===== src/sv/pgs_sup_pkg.sv =====
package pgs_sup_pkg;

  // Field widths fixed by the stream format.
  localparam int TS_W   = 33;
  localparam int BASE_W = 32;
  localparam int NUM_W  = 16;
  localparam int DEN_W  = 30;
  localparam int SCL_W  = 32;

  // Scaler datapath widths: |ts - base| fits 33 bits, num * 1000 fits 26 bits.
  localparam int MAG_W     = 33;
  localparam int K_W       = 26;
  localparam int PROD_W    = MAG_W + K_W;
  localparam int DIV_STEPS = PROD_W;
  localparam int STEP_W    = $clog2(DIV_STEPS);

  localparam logic [9:0] MS_PER_S = 10'd1000;

  // Configuration register indexes.
  localparam logic [1:0] CFG_TS_BASE = 2'd0;
  localparam logic [1:0] CFG_TB_NUM  = 2'd1;
  localparam logic [1:0] CFG_TB_DEN  = 2'd2;

  localparam logic [BASE_W-1:0] BASE_RESET = '0;
  localparam logic [NUM_W-1:0]  NUM_RESET  = 16'd90;
  localparam logic [DEN_W-1:0]  DEN_RESET  = 30'd1000;

  // Header run: "PG", four PTS bytes, four DTS bytes, then the type byte.
  localparam logic [7:0] MARK_P       = 8'h50;
  localparam logic [7:0] MARK_G       = 8'h47;
  localparam logic [3:0] HDR_LAST_IDX = 4'd10;

  typedef struct packed {
    logic [7:0]      in_byte;
    logic [TS_W-1:0] pkt_pts;
    logic [TS_W-1:0] pkt_dts;
    logic            last_byte;
  } in_item_t;

  typedef struct packed {
    logic [7:0] out_byte;
    logic       run_last;
    logic       packet_end;
  } out_item_t;

  // One queued transaction as classified by the front end.
  typedef struct packed {
    logic [7:0]       data;
    logic             hdr;
    logic             last;
    logic [SCL_W-1:0] pts;
    logic [SCL_W-1:0] dts;
  } queue_entry_t;

  typedef struct packed {
    logic              start;
    logic [TS_W-1:0]   ts;
    logic [BASE_W-1:0] base;
    logic [NUM_W-1:0]  num;
    logic [DEN_W-1:0]  den;
  } scale_req_t;

  typedef struct packed {
    logic             done;
    logic [SCL_W-1:0] result;
  } scale_rsp_t;

  typedef enum logic [1:0] {
    SEG_TYPE,
    SEG_LEN_HI,
    SEG_LEN_LO,
    SEG_PAYLOAD
  } seg_phase_t;

  typedef enum logic [1:0] {
    FR_WAIT,
    FR_PTS,
    FR_DTS,
    FR_RUN
  } front_state_t;

  typedef enum logic [1:0] {
    SC_IDLE,
    SC_MUL,
    SC_DIV,
    SC_FIX
  } scale_state_t;

endpackage


===== src/sv/pgs_sup_scaler.sv =====
module pgs_sup_scaler (
  input  logic                    clk,
  input  logic                    rst,
  input  pgs_sup_pkg::scale_req_t req,
  output pgs_sup_pkg::scale_rsp_t rsp
);
  import pgs_sup_pkg::*;

  scale_state_t state, state_next;

  logic [MAG_W-1:0]  mag;
  logic              neg;
  logic [K_W-1:0]    k;
  logic [DEN_W-1:0]  den;
  logic [PROD_W-1:0] dvd;
  logic [DEN_W-1:0]  rem;
  logic [SCL_W-1:0]  quo;
  logic [STEP_W-1:0] step;

  logic [MAG_W:0]    diff;
  logic [DEN_W:0]    rem_sh;
  logic              take;
  logic              load;

  // Signed difference ts - base, one bit wider than the wider operand.
  assign diff   = {1'b0, req.ts} - {2'b0, req.base};
  assign rem_sh = {rem, dvd[PROD_W-1]};
  assign take   = rem_sh >= {1'b0, den};
  assign load   = req.start && (state == SC_IDLE || state == SC_FIX);

  always_comb begin
    state_next = state;
    case (state)
      SC_IDLE: if (load) state_next = SC_MUL;
      SC_MUL:  state_next = SC_DIV;
      SC_DIV:  if (step == STEP_W'(DIV_STEPS - 1)) state_next = SC_FIX;
      SC_FIX:  state_next = load ? SC_MUL : SC_IDLE;
      default: state_next = SC_IDLE;
    endcase
  end

  always_comb begin
    rsp.done   = (state == SC_FIX);
    rsp.result = neg ? (SCL_W'(0) - quo) : quo;
  end

  always_ff @(posedge clk) begin
    if (rst) begin
      state <= SC_IDLE;
    end else begin
      state <= state_next;
    end
  end

  always_ff @(posedge clk) begin
    if (load) begin
      neg <= diff[MAG_W];
      mag <= diff[MAG_W] ? MAG_W'(-diff) : diff[MAG_W-1:0];
      k   <= K_W'(req.num) * K_W'(MS_PER_S);
      den <= (req.den == '0) ? DEN_W'(1) : req.den;
    end
    if (state == SC_MUL) begin
      dvd  <= mag * k;
      rem  <= '0;
      quo  <= '0;
      step <= '0;
    end
    if (state == SC_DIV) begin
      // Restoring division, one quotient bit per cycle.
      rem  <= take ? DEN_W'(rem_sh - {1'b0, den}) : rem_sh[DEN_W-1:0];
      quo  <= {quo[SCL_W-2:0], take};
      dvd  <= {dvd[PROD_W-2:0], 1'b0};
      step <= step + STEP_W'(1);
    end
  end

  a_start_when_free: assert property (@(posedge clk) disable iff (rst)
    req.start |-> (state == SC_IDLE || state == SC_FIX))
    else $error("scaler started while busy");

  a_done_pulse: assert property (@(posedge clk) disable iff (rst)
    rsp.done && !req.start |=> !rsp.done)
    else $error("scaler done held without a new request");

endmodule


===== src/sv/pgs_sup_fifo.sv =====
module pgs_sup_fifo #(
  parameter int DEPTH = 2
) (
  input  logic                      clk,
  input  logic                      rst,
  input  logic                      push,
  input  pgs_sup_pkg::queue_entry_t push_entry,
  input  logic                      pop,
  output pgs_sup_pkg::queue_entry_t head,
  output logic                      empty,
  output logic                      full
);
  import pgs_sup_pkg::*;

  localparam int AW = (DEPTH > 1) ? $clog2(DEPTH) : 1;
  localparam int CW = $clog2(DEPTH + 1);

  queue_entry_t  mem [DEPTH];
  logic [AW-1:0] wr_ptr;
  logic [AW-1:0] rd_ptr;
  logic [CW-1:0] count;

  assign head  = mem[rd_ptr];
  assign empty = (count == '0);
  assign full  = (count == CW'(DEPTH));

  always_ff @(posedge clk) begin
    if (push) begin
      mem[wr_ptr] <= push_entry;
    end
  end

  always_ff @(posedge clk) begin
    if (rst) begin
      wr_ptr <= '0;
      rd_ptr <= '0;
      count  <= '0;
    end else begin
      if (push) begin
        wr_ptr <= (wr_ptr == AW'(DEPTH - 1)) ? '0 : wr_ptr + AW'(1);
      end
      if (pop) begin
        rd_ptr <= (rd_ptr == AW'(DEPTH - 1)) ? '0 : rd_ptr + AW'(1);
      end
      if (push && !pop) begin
        count <= count + CW'(1);
      end else if (pop && !push) begin
        count <= count - CW'(1);
      end
    end
  end

  a_no_overflow: assert property (@(posedge clk) disable iff (rst)
    full |-> !push || pop)
    else $error("queue written while full");

  a_no_underflow: assert property (@(posedge clk) disable iff (rst)
    pop |-> !empty)
    else $error("queue read while empty");

endmodule


===== src/sv/pgs_sup_front.sv =====
module pgs_sup_front (
  input  logic                      clk,
  input  logic                      rst,
  input  logic                      in_valid,
  output logic                      in_ready,
  input  pgs_sup_pkg::in_item_t     in_item,
  input  logic                      cfg_valid,
  output logic                      cfg_ready,
  input  logic [1:0]                cfg_index,
  input  logic [31:0]               cfg_data,
  output pgs_sup_pkg::scale_req_t   req,
  input  pgs_sup_pkg::scale_rsp_t   rsp,
  output logic                      push,
  output pgs_sup_pkg::queue_entry_t push_entry,
  input  logic                      full
);
  import pgs_sup_pkg::*;

  front_state_t state, state_next;

  logic [BASE_W-1:0] ts_base;
  logic [NUM_W-1:0]  tb_num;
  logic [DEN_W-1:0]  tb_den;
  logic [SCL_W-1:0]  scaled_pts;
  logic [SCL_W-1:0]  scaled_dts;

  seg_phase_t        phase, phase_next;
  logic [15:0]       payload_left, payload_left_next;
  logic [7:0]        len_high, len_high_next;
  logic [15:0]       pl_dec;
  logic              accept;

  assign cfg_ready = 1'b1;
  assign accept    = in_valid && in_ready;

  always_ff @(posedge clk) begin
    if (rst) begin
      ts_base <= BASE_RESET;
      tb_num  <= NUM_RESET;
      tb_den  <= DEN_RESET;
    end else if (cfg_valid && cfg_ready) begin
      case (cfg_index)
        CFG_TS_BASE: ts_base <= cfg_data;
        CFG_TB_NUM:  tb_num  <= cfg_data[NUM_W-1:0];
        CFG_TB_DEN:  tb_den  <= cfg_data[DEN_W-1:0];
        default:     ;
      endcase
    end
  end

  // Next state: both timestamps of a new packet are scaled before its first
  // byte is taken.
  always_comb begin
    state_next = state;
    case (state)
      FR_WAIT: if (in_valid) state_next = FR_PTS;
      FR_PTS:  if (rsp.done) state_next = FR_DTS;
      FR_DTS:  if (rsp.done) state_next = FR_RUN;
      FR_RUN:  if (accept && in_item.last_byte) state_next = FR_WAIT;
      default: state_next = FR_WAIT;
    endcase
  end

  always_comb begin
    in_ready  = (state == FR_RUN) && !full;
    req.start = (state == FR_WAIT && in_valid) || (state == FR_PTS && rsp.done);
    req.ts    = (state == FR_WAIT) ? in_item.pkt_pts : in_item.pkt_dts;
    req.base  = ts_base;
    req.num   = tb_num;
    req.den   = tb_den;
  end

  always_ff @(posedge clk) begin
    if (rst) begin
      state <= FR_WAIT;
    end else begin
      state <= state_next;
    end
  end

  always_ff @(posedge clk) begin
    if (state == FR_PTS && rsp.done) begin
      scaled_pts <= rsp.result;
    end
    if (state == FR_DTS && rsp.done) begin
      scaled_dts <= rsp.result;
    end
  end

  // Segment tracking: type byte, two length bytes, then the payload.
  assign pl_dec = (payload_left != '0) ? payload_left - 16'd1 : payload_left;

  always_comb begin
    phase_next        = phase;
    payload_left_next = payload_left;
    len_high_next     = len_high;
    case (phase)
      SEG_TYPE: phase_next = SEG_LEN_HI;
      SEG_LEN_HI: begin
        len_high_next = in_item.in_byte;
        phase_next    = SEG_LEN_LO;
      end
      SEG_LEN_LO: begin
        payload_left_next = {len_high, in_item.in_byte};
        phase_next = ({len_high, in_item.in_byte} == 16'd0) ? SEG_TYPE : SEG_PAYLOAD;
      end
      SEG_PAYLOAD: begin
        payload_left_next = pl_dec;
        if (pl_dec == '0) phase_next = SEG_TYPE;
      end
      default: phase_next = SEG_TYPE;
    endcase
    if (in_item.last_byte) begin
      phase_next        = SEG_TYPE;
      payload_left_next = '0;
      len_high_next     = '0;
    end
  end

  always_ff @(posedge clk) begin
    if (rst) begin
      phase        <= SEG_TYPE;
      payload_left <= '0;
      len_high     <= '0;
    end else if (accept) begin
      phase        <= phase_next;
      payload_left <= payload_left_next;
      len_high     <= len_high_next;
    end
  end

  always_comb begin
    push            = accept;
    push_entry.data = in_item.in_byte;
    push_entry.hdr  = (phase == SEG_TYPE);
    push_entry.last = in_item.last_byte;
    push_entry.pts  = scaled_pts;
    push_entry.dts  = scaled_dts;
  end

  a_payload_nonzero: assert property (@(posedge clk) disable iff (rst)
    phase == SEG_PAYLOAD |-> payload_left != '0)
    else $error("payload phase with nothing left to pass");

endmodule


===== src/sv/pgs_sup_back.sv =====
module pgs_sup_back (
  input  logic                      clk,
  input  logic                      rst,
  input  pgs_sup_pkg::queue_entry_t head,
  input  logic                      empty,
  output logic                      pop,
  output logic                      out_valid,
  input  logic                      out_ready,
  output pgs_sup_pkg::out_item_t    out_item
);
  import pgs_sup_pkg::*;

  logic [3:0] idx;
  logic       final_byte;
  logic       load;
  logic [7:0] sel_byte;

  assign final_byte = !head.hdr || (idx == HDR_LAST_IDX);
  assign load       = !empty && (!out_valid || out_ready);
  assign pop        = load && final_byte;

  always_comb begin
    sel_byte = head.data;
    if (head.hdr) begin
      case (idx)
        4'd0:    sel_byte = MARK_P;
        4'd1:    sel_byte = MARK_G;
        4'd2:    sel_byte = head.pts[31:24];
        4'd3:    sel_byte = head.pts[23:16];
        4'd4:    sel_byte = head.pts[15:8];
        4'd5:    sel_byte = head.pts[7:0];
        4'd6:    sel_byte = head.dts[31:24];
        4'd7:    sel_byte = head.dts[23:16];
        4'd8:    sel_byte = head.dts[15:8];
        4'd9:    sel_byte = head.dts[7:0];
        default: sel_byte = head.data;
      endcase
    end
  end

  always_ff @(posedge clk) begin
    if (rst) begin
      out_valid <= 1'b0;
      idx       <= '0;
    end else begin
      if (load) begin
        out_valid <= 1'b1;
        idx       <= final_byte ? 4'd0 : idx + 4'd1;
      end else if (out_ready) begin
        out_valid <= 1'b0;
      end
    end
  end

  always_ff @(posedge clk) begin
    if (load) begin
      out_item.out_byte   <= sel_byte;
      out_item.run_last   <= final_byte;
      out_item.packet_end <= final_byte && head.last;
    end
  end

  a_run_has_entry: assert property (@(posedge clk) disable iff (rst)
    idx != 4'd0 |-> !empty && head.hdr)
    else $error("header run in progress without its queue entry");

endmodule


===== src/sv/pgs_segment_sup_reframer_top.sv =====
// Channel | Handshake            | Payload                             | Direction
// in      | in_valid / in_ready  | in_item (byte, pts, dts, last flag) | into block
// out     | out_valid / out_ready| out_item (byte, run_last, pkt_end)  | out of block
// cfg     | cfg_valid / cfg_ready| cfg_index, cfg_data                 | into block
//
// A packet's first byte waits while the shared scaler works out both stamps, each
// through setup, multiply, 59 division steps and result, the second setup
// overlapping the first result. Later bytes are taken one per cycle while the queue
// has room; the back end sends one byte per cycle while the consumer is ready, and 11
// bytes for a type byte. Reset is synchronous and restores the default time base.
// A stalled output fills the queue, then input waits; config writes are always taken.
module pgs_segment_sup_reframer_top #(
  parameter int QUEUE_DEPTH = 2
) (
  input  logic                  clk,
  input  logic                  rst,
  input  logic                  in_valid,
  output logic                  in_ready,
  input  pgs_sup_pkg::in_item_t in_item,
  output logic                  out_valid,
  input  logic                  out_ready,
  output pgs_sup_pkg::out_item_t out_item,
  input  logic                  cfg_valid,
  output logic                  cfg_ready,
  input  logic [1:0]            cfg_index,
  input  logic [31:0]           cfg_data
);
  import pgs_sup_pkg::*;

  // Scaler request and response between the front end and the shared unit.
  scale_req_t   req;
  scale_rsp_t   rsp;

  // Queue between the classifier and the byte emitter. Each entry carries the
  // scaled timestamps of its own packet, so the front end may start scaling
  // the next packet while the back end still emits headers of this one.
  logic         push;
  queue_entry_t push_entry;
  logic         pop;
  queue_entry_t head;
  logic         empty;
  logic         full;

  pgs_sup_front u_front (
    .clk        (clk),
    .rst        (rst),
    .in_valid   (in_valid),
    .in_ready   (in_ready),
    .in_item    (in_item),
    .cfg_valid  (cfg_valid),
    .cfg_ready  (cfg_ready),
    .cfg_index  (cfg_index),
    .cfg_data   (cfg_data),
    .req        (req),
    .rsp        (rsp),
    .push       (push),
    .push_entry (push_entry),
    .full       (full)
  );

  pgs_sup_scaler u_scaler (
    .clk (clk),
    .rst (rst),
    .req (req),
    .rsp (rsp)
  );

  pgs_sup_fifo #(
    .DEPTH (QUEUE_DEPTH)
  ) u_fifo (
    .clk        (clk),
    .rst        (rst),
    .push       (push),
    .push_entry (push_entry),
    .pop        (pop),
    .head       (head),
    .empty      (empty),
    .full       (full)
  );

  // The back end keeps an output register, so a finished byte can wait for
  // the consumer while the queue keeps accepting transactions.
  pgs_sup_back u_back (
    .clk       (clk),
    .rst       (rst),
    .head      (head),
    .empty     (empty),
    .pop       (pop),
    .out_valid (out_valid),
    .out_ready (out_ready),
    .out_item  (out_item)
  );

endmodule


===== config.mk =====
export PLATFORM = sky130hd
export DESIGN_NAME = pgs_segment_sup_reframer_top
export DESIGN_NICKNAME = d
export VERILOG_FILES = /design/src/sv/pgs_sup_pkg.sv /design/src/sv/pgs_sup_scaler.sv /design/src/sv/pgs_sup_fifo.sv /design/src/sv/pgs_sup_front.sv /design/src/sv/pgs_sup_back.sv /design/src/sv/pgs_segment_sup_reframer_top.sv
export SDC_FILE = /design/constraint.sdc
export NUM_CORES = 2
export LEC_CHECK = 0
export BUFFER_PORTS_ARGS = -buffer_cell sky130_fd_sc_hd__buf_2
export CAP_MARGIN = 20
export CORE_MARGIN = 3
export CORE_UTILIZATION = 59
export CTS_CLUSTER_SIZE = 40
export DETAILED_ROUTE_END_ITERATION = 10
export GPL_ROUTABILITY_DRIVEN = 0
export PLACE_DENSITY = 0.84
export SYNTH_ARGS = -nofsm -noshare
export SYNTH_HDL_FRONTEND = slang
export SYNTH_HIERARCHICAL = 1
export SYNTH_SLANG_ARGS = --single-unit

===== constraint.sdc =====
create_clock -name clk -period 8.3 [get_ports clk]
set_clock_uncertainty 0.05 [all_clocks]
set_input_delay 1.66 -clock clk [delete_from_list [all_inputs] [get_ports clk]]
set_output_delay 1.66 -clock clk [all_outputs]
set_load 0.1 [all_outputs]

Word level (Yosys, flattened, before mapping) --
Memories as Yosys holds them, arrays and structs flattened. A register that Yosys moved wholly into a read port is not among the register bits. Cells that the tools add are included. Widths: inputs -> output; s select.
Storage, ports and cells: register bits 402, latch bits 0, RAM bits 148, ROM bits 0, word-level logic and storage cells 160, memories kept 1
Cells by class: add/sub/neg operators 11, multiply operators 2, divide/modulo/power cells 0, order comparisons 1, equality and inequality tests 30, shift operators 0, mux-type cells 43, bitwise gates (word level) 0, reduce and logical (&&, ||, !) cells 45
Memories:
- u_fifo.mem | depth 2, bits a word 74, rd ports 1, clocked after memory_dff 1, write ports 1, RTL line pgs_sup_fifo.sv:18 | queue_entry_t mem [DEPTH];
Operators by type and width (number):
- $mux 59 | 2
- $mux 32 | 3
- $mux 30 | 3
- $pmux 8 s10 | 1
- $mux 33 | 2
- $mul 33x23->56 | 1
- $sub 33x32->34 | 1
- $neg 33->33 | 1
- $logic_not 16->1 | 2
- $mux 16 | 2
- $pmux 16 s2 | 1
- $sub 1x32->32 const A | 1
- $ge 31x30->1 | 1
- $logic_not 30->1 | 1
- $sub 30x30->30 | 1
- $mux 8 | 3
- $pmux 2 s4 | 3
- $mul 16x7->23 const B | 1
- $mux 2 | 11
- $eq 2x2->1 const B | 8
- $eq 4x3->1 const B | 4
- $reduce_bool 16->1 | 1
- $sub 16x1->16 const B | 1
- $reduce_and 2->1 | 7
- other kinds (24) | 70

Longest topological paths before layout --
depth in word-level cells 8, depth in mapped cells 28, mapped depth without buffers 27

Modules after synthesis --
The synthesis kept the hierarchy.
By module, submodules not included:
- pgs_sup_scaler | times used 1, cells each 4242, area each 39411.5 µm², seq. area each 6376.1 µm²
- pgs_sup_front | times used 1, cells each 701, area each 6976.7 µm², seq. area each 4043.9 µm²
- pgs_sup_fifo | times used 1, cells each 252, area each 5565.3 µm², seq. area each 4544.4 µm²
- pgs_sup_back | times used 1, cells each 134, area each 1202.4 µm², seq. area each 400.4 µm²

Worst setup path after synthesis --
OpenSTA, ideal clock, no wires.
path kind register -> register, start register u_scaler.state[0], end register u_scaler.den[0] (enable), data arrival time 6767 ps, required time 7270 ps, path slack 503 ps, cell stages (with the launch flop) 4, cell sequence dfxtp_1 -> inv_1 -> ha_1 -> nor2b_1
Between the ends: longest elaborated chain between the ends 4, elaborated cells on any way between the ends 6
Ends and longest elaborated chain:
- start, declared | RTL line pgs_sup_scaler.sv:9 | scale_state_t state, state_next;
- start signal, assigned | RTL line pgs_sup_scaler.sv:51 | state <= state_next;
- $eq 2x2->1 | RTL line pgs_sup_scaler.sv:29, pgs_sup_scaler.sv:43
- $logic_and 1x1->1 | RTL line pgs_sup_front.sv:66 | req.start = (state == FR_WAIT && in_valid) || (state == FR_PTS && rsp.done);
- $logic_or 1x1->1 | RTL line pgs_sup_front.sv:66
- $logic_and 1x1->1 (*) | RTL line pgs_sup_scaler.sv:29 | assign load = req.start && (state == SC_IDLE || state == SC_FIX);
- named net u_scaler.load | RTL line pgs_sup_scaler.sv:23 | logic load;
- end signal, assigned | RTL line pgs_sup_scaler.sv:60 | den <= (req.den == '0) ? DEN_W'(1) : req.den;
- end, declared | RTL line pgs_sup_scaler.sv:14 | logic [DEN_W-1:0] den;
The timed path passes the listed nets; every way through them passes the cells marked *. A chain may end at the register's enable or synchronous reset.

Final worst setup path --
start register u_scaler.mag[1], end register u_scaler.dvd[51] (data pin)
Between the ends: longest elaborated chain between the ends 3
Ends and longest elaborated chain:
- start, declared | RTL line pgs_sup_scaler.sv:11 | logic [MAG_W-1:0] mag;
- start signal, assigned | RTL line pgs_sup_scaler.sv:58 | mag <= diff[MAG_W] ? MAG_W'(-diff) : diff[MAG_W-1:0];
- $mul 33x23->56 | RTL line pgs_sup_scaler.sv:63 | dvd <= mag * k;
- $mux 59 | RTL line pgs_sup_scaler.sv:62 | if (state == SC_MUL) begin
- $mux 59 | RTL line pgs_sup_scaler.sv:68 | if (state == SC_DIV) begin
- end signal, assigned | RTL line pgs_sup_scaler.sv:63
- end signal, assigned | RTL line pgs_sup_scaler.sv:72 | dvd <= {dvd[PROD_W-2:0], 1'b0};
- end, declared | RTL line pgs_sup_scaler.sv:15 | logic [PROD_W-1:0] dvd;
No other way between the ends. The select of a mux whose other input is x is not followed.

==> results.ini <==
[run_status]
status = finished, final reports clean

[logic_synthesis]
async_flop_share_pct = 0
ys_seq_elements = 551
synth_warnings = 6
ys_types = 93
ys_seq_area_share_pct = 28.9
synthFlopType = edfxtp_1
syn_nets = 6462
netlist_area_um2 = 53200
synthCells = 5329
synth_edf_count = 433
avgSynthCellArea_um2 = 9.97

[finish]
fin_area_um2 = 57000
num-fill-cells = 6620
regArea_um2 = 15400
nets = 6486
layout-drive-gt1-share_pct = 9.42
final_cells = 6567
multi_input_area_um2 = 33400
antenna_cells = 0
area_growth_pct = 7.24

[die]
die_area_um2 = 93700
chipHeight_um = 306
rows = 109
boundaryPins = 127
start_util_pct = 59.8
dieWidth_um = 306
design.core.area_um2 = 88900

[global_routing]
grt_pass1_wl_mm = 212
grt_antenna_before_repair = 9
grt_max_degree = 102
grt_pass1_vias = 40475
grt.overflow.total = 0
grtUsageTotal_pct = 28.3

[placement]
place.port_buffers = 125
post-place-cells = 6425
dpl_worst_slack_ns = 0.229
placed_area_um2 = 54800
place_hpwl_mm = 102

[clock_tree]
numClockSinks = 551
clk_latency_ns = 0.66
clk_path_buf_depth = 3
h-tree-depth = 2
ctsHoldBuffers = 0
cts_buffers = 57
cts_root_buf = clkbuf_16
cts_tree = built
clk_pin_slew_ns = 0.07

[detailed_routing]
vias_per_cell = 5.92
ant_nets = 0
routed.top_layer = met5
drtIter0Drc = 3400
met2_length_mm = 63.6
wl_met1_mm = 49.0
num_vias = 38871
wl_per_cell_um = 20.2
drt-pass1-iter-count = 8
wl_mm = 133
wl_met3_mm = 12.1
drc = 0

[timing]
finalSetupTns_ns = 0
tightest_slew_ns = 1.10
fmax_mhz = 125
setup_slack_ns = 0.298
slew_viol_final = 0
fin_crit_ns = 8.00
hold_violations = 0
slew_headroom_pct = 26.7
rsz0062_at_grt = false
fin_crit_sh_pct = 96.4
setup_violations = 0

[min_path]
hold_path_class = reg -> reg

[run]
maxCapViolCount = 0

[worst_setup_path]
critPathArrivalTime_ns = 8.43
path_class = reg -> reg
cp.required_ns = 8.73
critPathLaunchType = flop
cp-end-kind = flop
crit_path_max_fanout = 14

[worst max-delay path, stage by stage, from the launching register on]
cell and delay [ns]:
edfxtp_1 0.70, buf_4 0.29, and2_1 0.17, fa_1 0.46, fa_1 0.55, inv_1 0.06
fa_1 0.53, inv_1 0.04, ha_1 0.28, ha_1 0.29, inv_1 0.08, fa_1 0.54
inv_1 0.05, fa_1 0.47, ha_1 0.37, nor2_1 0.09, a21oi_1 0.35, nand3_1 0.13
o21ai_0 0.54, a21oi_1 0.27, o31a_1 0.39, o31a_1 0.33, o21ai_0 0.28, mux2_2 0.37
a21oi_1 0.15
[placed cells by master, fill, tap and decap left out, drive strengths merged, types with 161 or more instances in the layout]
master  count
o21ai     161
ha        315
edfxtp    433
and2      361
nand2     766
buf       252
fa        704
a21oi     212
nor2      202
inv       856
[final timing paths]
path / cells after the start / end / slack, ns / start
max reg2reg: 24 / u_scaler/dvd[51] / 0.30 / u_scaler/mag[1]
min: 0 / u_fifo/mem[0][24] / 0.37 / u_front/scaled_dts[24]
min reg2reg: 0 / u_fifo/mem[0][24] / 0.37 / u_front/scaled_dts[24]
max: 24 / u_scaler/dvd[51] / 0.30 / u_scaler/mag[1]
[state kept, by name, summed over array words and instances, names as in the netlist, 6 cells and up, named ones only]
signal                flops
u_front/ts_base          32
u_scaler/den             30
u_back/out_item          10
u_scaler/quo             32
u_front/payload_left     16
u_front/len_high          8
u_front/tb_den           30
u_fifo/mem              148
u_scaler/mag             33
u_front/tb_num           16
u_scaler/rem             30
u_scaler/dvd             56
u_scaler/k               23
u_scaler/step             6
u_front/scaled_dts       32
u_front/scaled_pts       32
[layer usage]
layer  up-vias  global-route usage [%]
li1      17144                       -
met1     19134                    35.4
met2      2054                    47.2
met3       525                    5.53
met4        14                    14.7
met5         -                       0
[cells by family (layout without fill, tap and decap cells)]
group           Yosys count  after routing  share of synthesized area (%)
fa+ha+maj              1019           1019                           33.9
compound gates          691            691                           8.31
flops                   551            551                           28.9
buf+inv                1140           1213                           8.34
xor+xnor                187            187                           3.08
mux                     141            141                           2.93
simple gates           1599           1599                           14.5
other cells               1              1                        0.00705
[repair_timing]
item | in CTS | in global routing
setup buffers | 0 | 31
endpoints found under the setup margin | 0 | 8
resized for setup | 0 | 2
[cell type report]
type / instances / area share [%]
clock buffer: 73 / 2.75
clock inverter: 35 / 0.544
inverter: 853 / 5.62
multi-input combinational: 3638 / 58.6
sequential: 551 / 27.0
tap: 1165 / 2.56
timing repair buffer: 252 / 2.95
[per-stage QoR]
stage	utilization, %	hold WS, ns
after floorplan	-	0.371
after global placement	61.6	0.372
after detailed placement	61.6	0.379
after CTS	63.7	0.363
after global routing	64.1	0.375
final	64.1	0.375
[cell usage after synthesis, drive strengths merged, types with 86 or more instances]
cell type,number,area share (%)
edfxtp,433,24
xnor2,123,2.0
nand2,766,5.4
clkbuf,243,1.7
and2,361,4.2
ha,315,7.4
mux2,115,2.4
dfxtp,118,4.4
fa,704,27
o21ai,161,1.5
a21o,86,1.2
nor2,202,1.4
a21oi,212,2.0
inv,853,6.0
Power is left out: the tool's default activity adds up to more than one toggle a clock period on the data nets, which glitch-free logic cannot reach.
